**config.mk**
```make
export PLATFORM = sky130hd
export DESIGN_NAME = hsl_to_rgb_converter
export DESIGN_NICKNAME = d
export VERILOG_FILES = /design/src/hdl/hsl2rgb_pkg.sv /design/src/hdl/hsl2rgb_front.sv /design/src/hdl/hsl2rgb_channel.sv /design/src/hdl/hsl_to_rgb_converter.sv
export SDC_FILE = /design/constraint.sdc
export NUM_CORES = 2
export LEC_CHECK = 0
export ABC_AREA = 1
export BUFFER_PORTS_ARGS = -buffer_cell sky130_fd_sc_hd__buf_2
export CORE_UTILIZATION = 50
export DETAILED_ROUTE_END_ITERATION = 10
export GPL_ROUTABILITY_DRIVEN = 0
export PLACE_DENSITY = 0.65
export REMOVE_ABC_BUFFERS = 1
export SLEW_MARGIN = 20
export SYNTH_ARGS = -nofsm -noshare
export SYNTH_HDL_FRONTEND = slang
export SYNTH_SLANG_ARGS = --single-unit
```
**constraint.sdc**
```tcl
create_clock -name clock -period 16.95 [get_ports clock]
set_clock_uncertainty 0.1 [all_clocks]
set_input_delay 1.695 -clock clock [delete_from_list [all_inputs] [get_ports clock]]
set_output_delay 1.695 -clock clock [all_outputs]
set_load 0.02 [all_outputs]
```
**src/hdl/hsl2rgb_pkg.sv**
```systemverilog
// Package for the HSL to RGB converter: Q16 constants, field widths,
// hue segment codes and the stage payload types.
// No dependencies.
package hsl2rgb_pkg;

   localparam int NUM_CHAN   = 3;
   localparam int PIPE_DEPTH = 5;

   localparam int HUE_W  = 9;
   localparam int FRAC_W = 9;
   localparam int CHAN_W = 8;

   localparam int Q_FRAC    = 16;
   localparam int HUE16_W   = 17;
   localparam int HUE_OFF_W = 19;
   localparam int LS_W      = 18;
   localparam int VAL_W     = 21;
   localparam int FACT_W    = 17;
   localparam int PROD_W    = VAL_W + FACT_W + 1;
   localparam int LVL_W     = 23;

   // hue16 = floor(h * 65536 / 360) = (h * ceil(2^28 / 45)) >> 15, exact for h < 512
   localparam int             HUE_PROD_W = 32;
   localparam int             HUE_SHIFT  = 15;
   localparam logic [22:0]    HUE_RECIP  = 23'd5965233;

   localparam logic [FRAC_W-1:0] L_HALF = 9'd128;

   localparam logic signed [HUE_OFF_W-1:0] Q_ONE = 19'sd65536;
   localparam logic signed [HUE_OFF_W-1:0] HUE_OFFSET [NUM_CHAN] =
      '{19'sd21845, 19'sd0, -19'sd21845};

   // segment limits on the wrapped hue: 6h < 1, 2h < 1, 3h < 2
   localparam logic [HUE16_W-1:0] LIM_SIXTH     = 17'd10923;
   localparam logic [HUE16_W-1:0] LIM_HALF      = 17'd32768;
   localparam logic [HUE16_W-1:0] LIM_TWOTHIRDS = 17'd43691;

   localparam logic [CHAN_W-1:0] CHAN_MAX = 8'hFF;

   typedef logic [1:0] seg_type;
   localparam seg_type SEG_RISE = 2'd0;
   localparam seg_type SEG_HIGH = 2'd1;
   localparam seg_type SEG_FALL = 2'd2;
   localparam seg_type SEG_LOW  = 2'd3;

   typedef logic signed [VAL_W-1:0] val_type;
   typedef logic [FACT_W-1:0]       fact_type;

   typedef struct packed {
      val_type v1;
      val_type v2;
      val_type diff;
   } span_type;

   typedef struct packed {
      seg_type  seg;
      fact_type factor;
   } hue_sel_type;

endpackage

```
**src/hdl/hsl2rgb_front.sv**
```systemverilog
// Front end of the HSL to RGB pipeline: hue scaling and l*s products,
// then the two HSL levels and the per-channel hue segment and ramp factor.
// Depends on hsl2rgb_pkg.
module hsl2rgb_front import hsl2rgb_pkg::*; (
   input  logic                             clock,
   input  logic                             adv,
   input  logic [HUE_W-1:0]                 hue_degrees,
   input  logic [FRAC_W-1:0]                saturation,
   input  logic [FRAC_W-1:0]                lightness,
   output span_type                         span,
   output hue_sel_type [NUM_CHAN-1:0]       sel
);

   logic [HUE_PROD_W-1:0]       hue_prod;
   logic [HUE16_W-1:0]          hue16_in, hue16_ff;
   logic [LS_W-1:0]             ls_in, ls_ff;
   logic [FRAC_W-1:0]           l_ff, s_ff;

   val_type                     l16, s16, ls, rise;
   span_type                    span_in, span_ff;
   hue_sel_type [NUM_CHAN-1:0]  sel_in, sel_ff;

   assign hue_prod = HUE_PROD_W'(hue_degrees) * HUE_PROD_W'(HUE_RECIP);
   assign hue16_in = hue_prod[HUE_SHIFT +: HUE16_W];
   assign ls_in    = LS_W'(lightness) * LS_W'(saturation);

   always_ff @(posedge clock) begin
      if (adv) begin
         hue16_ff <= hue16_in;
         ls_ff    <= ls_in;
         l_ff     <= lightness;
         s_ff     <= saturation;
      end
   end

   assign l16 = {{(VAL_W-FRAC_W-8){1'b0}}, l_ff, 8'b0};
   assign s16 = {{(VAL_W-FRAC_W-8){1'b0}}, s_ff, 8'b0};
   assign ls  = {{(VAL_W-LS_W){1'b0}}, ls_ff};

   always_comb begin
      if (l_ff < L_HALF) begin
         rise = ls;
      end else begin
         rise = s16 - ls;
      end
      span_in.v2   = l16 + rise;
      span_in.v1   = l16 - rise;
      span_in.diff = rise <<< 1;
   end

   always_comb begin
      logic signed [HUE_OFF_W-1:0] vh_raw;
      logic [HUE16_W-1:0]          vh;
      logic [HUE16_W-1:0]          ramp;
      logic [HUE16_W+2:0]          times6;
      for (int c = 0; c < NUM_CHAN; c++) begin
         vh_raw = $signed({{(HUE_OFF_W-HUE16_W){1'b0}}, hue16_ff}) + HUE_OFFSET[c];
         if (vh_raw < 0) begin
            vh_raw = vh_raw + Q_ONE;
         end else if (vh_raw > Q_ONE) begin
            vh_raw = vh_raw - Q_ONE;
         end
         vh = vh_raw[HUE16_W-1:0];
         if (vh < LIM_SIXTH) begin
            sel_in[c].seg = SEG_RISE;
            ramp          = vh;
         end else if (vh < LIM_HALF) begin
            sel_in[c].seg = SEG_HIGH;
            ramp          = '0;
         end else if (vh < LIM_TWOTHIRDS) begin
            sel_in[c].seg = SEG_FALL;
            ramp          = LIM_TWOTHIRDS - vh;
         end else begin
            sel_in[c].seg = SEG_LOW;
            ramp          = '0;
         end
         times6           = {ramp, 2'b0} + {1'b0, ramp, 1'b0};
         sel_in[c].factor = times6[FACT_W-1:0];
      end
   end

   always_ff @(posedge clock) begin
      if (adv) begin
         span_ff <= span_in;
         sel_ff  <= sel_in;
      end
   end

   assign span = span_ff;
   assign sel  = sel_ff;

endmodule

```
**src/hdl/hsl2rgb_channel.sv**
```systemverilog
// One color channel of the HSL to RGB pipeline: ramp product, level select
// and scaling to an 8-bit saturated intensity.
// Depends on hsl2rgb_pkg.
module hsl2rgb_channel import hsl2rgb_pkg::*; (
   input  logic              clock,
   input  logic              adv,
   input  span_type          span,
   input  hue_sel_type       sel,
   output logic [CHAN_W-1:0] chan
);

   logic signed [PROD_W-1:0]  prod_in, prod_ff, term;
   val_type                   v1_ff, v2_ff;
   seg_type                   seg_ff;
   logic signed [LVL_W-1:0]   level_in, level_ff;
   logic [LVL_W-2:0]          lv;
   logic [LVL_W+6:0]          scaled;
   logic [LVL_W-10:0]         whole;
   logic [CHAN_W-1:0]         chan_in, chan_ff;

   assign prod_in = PROD_W'(span.diff) * PROD_W'($signed({1'b0, sel.factor}));

   always_ff @(posedge clock) begin
      if (adv) begin
         prod_ff <= prod_in;
         v1_ff   <= span.v1;
         v2_ff   <= span.v2;
         seg_ff  <= sel.seg;
      end
   end

   // floor to Q16
   assign term = prod_ff >>> Q_FRAC;

   always_comb begin
      case (seg_ff)
         SEG_RISE, SEG_FALL: level_in = LVL_W'(v1_ff) + LVL_W'(term);
         SEG_HIGH:           level_in = LVL_W'(v2_ff);
         default:            level_in = LVL_W'(v1_ff);
      endcase
   end

   always_ff @(posedge clock) begin
      if (adv) begin
         level_ff <= level_in;
      end
   end

   // 255 * level, then drop the fraction
   assign lv     = level_ff[LVL_W-2:0];
   assign scaled = {lv, 8'b0} - {8'b0, lv};
   assign whole  = scaled[LVL_W+6:Q_FRAC];

   always_comb begin
      if (level_ff <= 0) begin
         chan_in = '0;
      end else if (whole > (LVL_W-9)'(CHAN_MAX)) begin
         chan_in = CHAN_MAX;
      end else begin
         chan_in = whole[CHAN_W-1:0];
      end
   end

   always_ff @(posedge clock) begin
      if (adv) begin
         chan_ff <= chan_in;
      end
   end

   assign chan = chan_ff;

endmodule

```
**src/hdl/hsl_to_rgb_converter.sv**
```systemverilog
// Top level of the HSL to RGB converter: stream ports, valid pipeline and
// stall control around the front end and three channel units.
// Depends on hsl2rgb_pkg, hsl2rgb_front, hsl2rgb_channel.
//
//   channel   direction   transaction
//   req_      in          one color: hue, saturation, lightness
//   rsp_      out         one red, green, blue triple
//
// Five register stages; one transaction enters per clock while the output
// is not stalled.
// The whole pipeline advances together whenever the output stage is empty
// or being taken; a stall freezes every stage, nothing is lost.
// Synchronous reset clears the valid bits only.
module hsl_to_rgb_converter import hsl2rgb_pkg::*; (
   input  logic        clock,
   input  logic        reset,
   input  logic        req_tvalid,
   output logic        req_tready,
   input  logic [31:0] req_tdata,   // hue_degrees[8:0], saturation[17:9], lightness[26:18]
   output logic        rsp_tvalid,
   input  logic        rsp_tready,
   output logic [23:0] rsp_tdata    // red[7:0], green[15:8], blue[23:16]
);

   logic                              adv;
   logic [PIPE_DEPTH-1:0]             vld_in, vld_ff;
   span_type                          span;
   hue_sel_type [NUM_CHAN-1:0]        sel;
   logic [NUM_CHAN-1:0][CHAN_W-1:0]   chan;

   assign adv = !vld_ff[PIPE_DEPTH-1] || rsp_tready;

   always_comb begin
      vld_in = vld_ff;
      if (adv) begin
         vld_in = {vld_ff[PIPE_DEPTH-2:0], req_tvalid};
      end
   end

   always_ff @(posedge clock) begin
      if (reset) begin
         vld_ff <= '0;
      end else begin
         vld_ff <= vld_in;
      end
   end

   hsl2rgb_front u_front (
      .clock       (clock),
      .adv         (adv),
      .hue_degrees (req_tdata[8:0]),
      .saturation  (req_tdata[17:9]),
      .lightness   (req_tdata[26:18]),
      .span        (span),
      .sel         (sel)
   );

   for (genvar c = 0; c < NUM_CHAN; c++) begin : g_chan
      hsl2rgb_channel u_channel (
         .clock (clock),
         .adv   (adv),
         .span  (span),
         .sel   (sel[c]),
         .chan  (chan[c])
      );
   end

   assign req_tready = adv;
   assign rsp_tvalid = vld_ff[PIPE_DEPTH-1];
   assign rsp_tdata  = chan;

endmodule

```
## Word level (Yosys, flattened, before mapping)

Index checks and enable logic that the tools add are counted.

- Mux-type cells: 28
- $add $sub $neg: 23
- Order comparisons: 22
- Reduce and logical (&&, ||, !) cells: 11
- $mul: 5
- Equal/unequal tests: 6

Operator list:

| cell | number |
|---|---|
| $mux W16 | 9 |
| $pmux W23 S2 | 3 |
| $mul A20 B18 Y38 | 3 |
| $lt A17 B16 Y1 const B | 6 |
| $mux W17 | 6 |
| $sub A30 B22 Y30 | 3 |
| $add A21 B23 Y23 | 3 |
| $le A23 B1 Y1 const B | 3 |
| $add A17 B17 Y17 | 3 |
| $add A17 B17 Y17 const B | 3 |
| $lt A17 B14 Y1 const B | 3 |
| $sub A17 B17 Y17 const B | 3 |
| $sub A16 B16 Y16 const A | 3 |
| $gt A14 B8 Y1 const B | 3 |
| $mul A9 B23 Y32 const B | 1 |
| $mux W8 | 3 |
| $add A18 B21 Y21 | 1 |
| $mux W21 | 1 |
| $sub A18 B21 Y21 | 1 |
| $add A18 B16 Y19 const B | 1 |
| $gt A19 B18 Y1 const B | 1 |
| $lt A19 B1 Y1 const B | 1 |
| $sub A17 B18 Y19 | 1 |
| $add A17 B15 Y18 const B | 1 |
| other kinds (13) | 29 |

- Input port bits: 36
- Logic and storage cells: 126
- Output and inout bits: 26
- Flip-flop bits (word level): 432

## Logic depth before layout (Yosys ltp)

- Depth in word-level cells: 9
- Gate-level depth with buffers: 32
- Depth with buffers taken out: 31

## Hierarchy

Synthesis repeated with hierarchy kept, for this count alone.

- Cells, all modules: 9,592
- Area total of the unflattened synthesis: 75,671.3 sq um

By module, submodules not included:

| module | cells each | times used | area an instance (sq um) | sequential area each (sq um) |
|---|---|---|---|---|
| hsl2rgb_channel at g_chan[0].u_channel | 2,550 | 1 | 19,819.0 | 2,942.8 |
| hsl2rgb_channel at g_chan[1].u_channel | 2,530 | 1 | 19,765.2 | 2,942.8 |
| hsl2rgb_channel at g_chan[2].u_channel | 2,526 | 1 | 19,752.7 | 2,942.8 |
| hsl2rgb_front | 1,955 | 1 | 16,128.0 | 4,774.6 |
| hsl_to_rgb_converter | 31 | 1 | 206.4 | 100.1 |

## Worst setup path after synthesis

No wires, ideal clock.

- Path type: in2out
- Start: input port rsp_tready
- End: output port req_tready
- Slack: 6,102 ps
- Cell stages on the path: 2
- Required time: 15,155 ps
- Buffers on the path: 0
- Data arrival time: 9,053 ps
- Cell sequence: nor2_1 inv_1

- Cells in the longest elaborated chain, start to end: 1

RTL lines:

| item | RTL line | RTL |
|---|---|---|
| start: declaration | hsl_to_rgb_converter.sv:21 | `input logic rsp_tready,` |
| $logic_or A1 B1 Y1 | hsl_to_rgb_converter.sv:31 | `assign adv = !vld_ff[PIPE_DEPTH-1] \|\| rsp_tready;` |
| end: declaration | hsl_to_rgb_converter.sv:18 | `output logic req_tready,` |

No other way between the ends.

## Worst setup path after layout

- Start: register u_front.span_ff (netlist bit u_front.span[9])
- End: register g_chan[2].u_channel.prod_ff[21], data pin

- Cells in the longest elaborated chain, start to end: 1

RTL lines:

| item | RTL line | RTL |
|---|---|---|
| start: declaration | hsl2rgb_front.sv:20 | `span_type span_in, span_ff;` |
| start signal: assignment | hsl2rgb_front.sv:84 | `span_ff <= span_in;` |
| $mul A20 B18 Y38 | hsl2rgb_channel.sv:21 | `assign prod_in = PROD_W'(span.diff) * PROD_W'($signed({1'b0, sel.factor}));` |
| named net g_chan[2].u_channel.prod_in[21] | hsl2rgb_channel.sv:12 | `logic signed [PROD_W-1:0] prod_in, prod_ff, term;` |
| end signal: assignment | hsl2rgb_channel.sv:25 | `prod_ff <= prod_in;` |
| end: declaration | hsl2rgb_channel.sv:12 |  |

The timed path passes the listed nets, and every way through them passes these cells.
A chain may end at the register's enable or synchronous reset.

==> impl_results.md <==
- Final count of hold timing violations: 0
- Critical path class: reg -> reg
- Most frequent cell on the critical path: fa_1
- Post-Syn Area: 64940 µm²
- CP cell instances: buf_4, nand2_1, fa_1, inv_1, fa_1, inv_1, fa_1, inv_1, fa_1, inv_1, fa_1, inv_1, fa_1, ha_1, nand2_1, nor2_1, nand4_1, o21ai_1, a31oi_1, o21ai_1, xor2_1
- Vias in the first global route: ~52000
- RSZ-0062 raised after global routing: false
- Final setup viols: 0
- Final Instance Area: about 68000 µm²
- DIE AREA: approximately 130000 µm²
- TritonCTS Buffers: 44
- Max incr delay on CP: roughly 600 ps
- Total Neg Setup Slack: 0 ps
- Layout Nets: 9449
- Post CTS Setup Buffer Count: 0
- Initial Util: 0.5066
- WP buf/inv: 6
- Ys async rst share: 0
- Commonest cells after routing, fill and taps aside: 2075 x inv_1, 1713 x nand2_1, 1011 x fa_1
- HP Class: reg -> reg
- First-pass GRT wire length: between 200000 and 300000 µm
- CTS tree: yes
- CTS root buf: clkbuf_16
- DRC viols: 0
- Die X: 362.4 µm
- Drt total wl: around 160000 µm
- Core Region: 128200 µm²
- Clock Sinks: roughly 370
- Tightest Pin Transition: roughly 1100 ps
- Antenna Nets Post-Route: 0
- Via-to-Cell Ratio: 5.256
- Ports: 62
- Register area share after synthesis: 0.1717
- Final min period: ~7400 ps
- Layout area overhead: 5.204%
- Die height: 362.4 µm
- Initial antenna violation count: 8
- Fmax: about 130 MHz
- Max-slew violations: 0
- Reg clk slew, reported paths: around 60 ps
- Critical Path Source Type: register
- Mean Syn Cell Area: just over 8 µm²
- Top_reg_cell synth: edfxtp_1
- Setup crit end kind: register
- Worst Path Arrival: 7680 ps
- Largest cells by area after synthesis: fa_1 31%, edfxtp_1 17%, inv_1 12%
- Grt ovf: 0
- CP top delay family: adder cells
- Hold Buf Count CTS: 0
- Max-slew headroom: 0.2604
- Worst-path fanout max: 32
- CP max stage cell: edfxtp_1
- Post-synth EDFFs: between 300 and 400
- Synth area leader: fa_1
- Count of cell types in the netlist: 63
- Drt pass-1 iters: 9
- Row cnt: around 130
- GRT Util Overall: 0.2564
- Iter 0 DRT Violations: around 3900
- Synthesis-stage register bit count: about 370
- Placed wire-length estimate: around 130000 µm
- Clock Latency Late Sink: ~630 ps
- Clock buffer depth: 3
- Final period util: 0.4372
- Via count: about 50000
- Synth Warn #: 0
- Share of layout cells above drive strength 1: 0.03370
- Largest net degree at the start of global routing: roughly 170
- Synth top area share: 0.3117
- Port bufs: 56
- Synth Instances: about 8000
- WP data required: ~17000 ps
- Filler cells: 12030
- Drt wl/cell: 17.17 µm
- H-Tree Depth: 2
- DP Area: between 60000 and 70000 µm²
- Outcome: completed
- Leading cell type in the layout, fill and taps excluded: inv_1
- Max-cap violations: 0
- Resized cells post-CTS: 0
[cell type report]
class | instances | area (µm²) | area share
well taps | 1729 | 2163 | 0.03167
flip-flops and latches | 373 | 11150 | 0.1632
multi-input cells | 5177 | 44900 | 0.6573
inverters | 2099 | 7896 | 0.1156
diodes | 2 | 5.005 | 0.00007326
clock buffers | 49 | 1120 | 0.01639
clock inverters | 33 | 432.9 | 0.006337
repair buffers | 102 | 645.6 | 0.009450
[sequential cells by signal, summed over array words and instances (netlist names)]
signal / count
g_chan.u_channel.chan: 24
g_chan.u_channel.level_ff: 69
g_chan.u_channel.prod_ff: 69
g_chan.u_channel.seg_ff: 6
g_chan.u_channel.v1_ff: 20
g_chan.u_channel.v2_ff: 21
u_front.hue16_ff: 17
u_front.l_ff: 9
u_front.ls_ff: 18
u_front.s_ff: 9
u_front.sel: 54
u_front.span: 52
vld_ff: 5
[worst register-to-register path: stages (launching register included)]
cell	delay [ps]
edfxtp_1	600
buf_4	540
nand2_1	180
fa_1	540
inv_1	50
fa_1	470
inv_1	50
fa_1	500
inv_1	60
fa_1	530
inv_1	60
fa_1	510
inv_1	60
fa_1	430
ha_1	400
nand2_1	100
nor2_1	260
nand4_1	120
o21ai_1	570
a31oi_1	280
o21ai_1	370
xor2_1	390
[cells by family after synthesis]
group / share of synthesized area
simple gates: 0.1537
buf+inv: 0.1368
fa+ha+maj: 0.4282
compound gates: 0.07478
flops: 0.1717
xor+xnor: 0.03474
[per-stage QoR]
stage               setup WS (ps)  hold slack, ps  instances  utilization
floorplan                    6102           300.3       7649            -
global placement             9119           300.5       9479       0.5207
detailed placement           9090           305.6       9479       0.5207
CTS                          9063           318.5       9561       0.5328
global route                 9349           318.7       9562       0.5330
finish                       9540           317.7       9564       0.5330
[layer usage]
| metal | track usage | vias to the layer above | share of wire |
|---|---|---|---|
| li1 | - | 23750 | - |
| met1 | 0.3556 | 24550 | 0.44 |
| met2 | 0.4209 | 1661 | 0.46 |
| met3 | 0.03214 | 304 | 0.076 |
| met4 | 0.07454 | 0 | 0.031 |
| met5 | 0 | - | 0 |
[path summary, 6_finish.rpt]
kind / slack (ps) / to / start / depth (start not counted)
max: 9540 / g_chan[2].u_channel.prod_ff[21] / u_front.span[9] / 21
min: 320 / g_chan[0].u_channel.v2_ff[10] / u_front.span[31] / 0
max reg2reg: 9540 / g_chan[2].u_channel.prod_ff[21] / u_front.span[9] / 21
min reg2reg: 320 / g_chan[0].u_channel.v2_ff[10] / u_front.span[31] / 0
[synth_stat cells, drive strengths merged (20+ instances only)]
| master | count |
|---|---|
| a31oi | 24 |
| xor2 | 184 |
| nand4 | 52 |
| nand3 | 201 |
| nor4 | 25 |
| o221ai | 49 |
| inv | 2095 |
| fa | 1011 |
| ha | 605 |
| edfxtp | 368 |
| nand2 | 1732 |
| o21ai | 245 |
| o21bai | 20 |
| buf | 74 |
| xnor2 | 68 |
| a21oi | 417 |
| nor3 | 49 |
| nor2 | 354 |
| clkbuf | 172 |
Power is left out: the tool's default activity adds up to more than one toggle a clock period on the data nets, which glitch-free logic cannot reach.
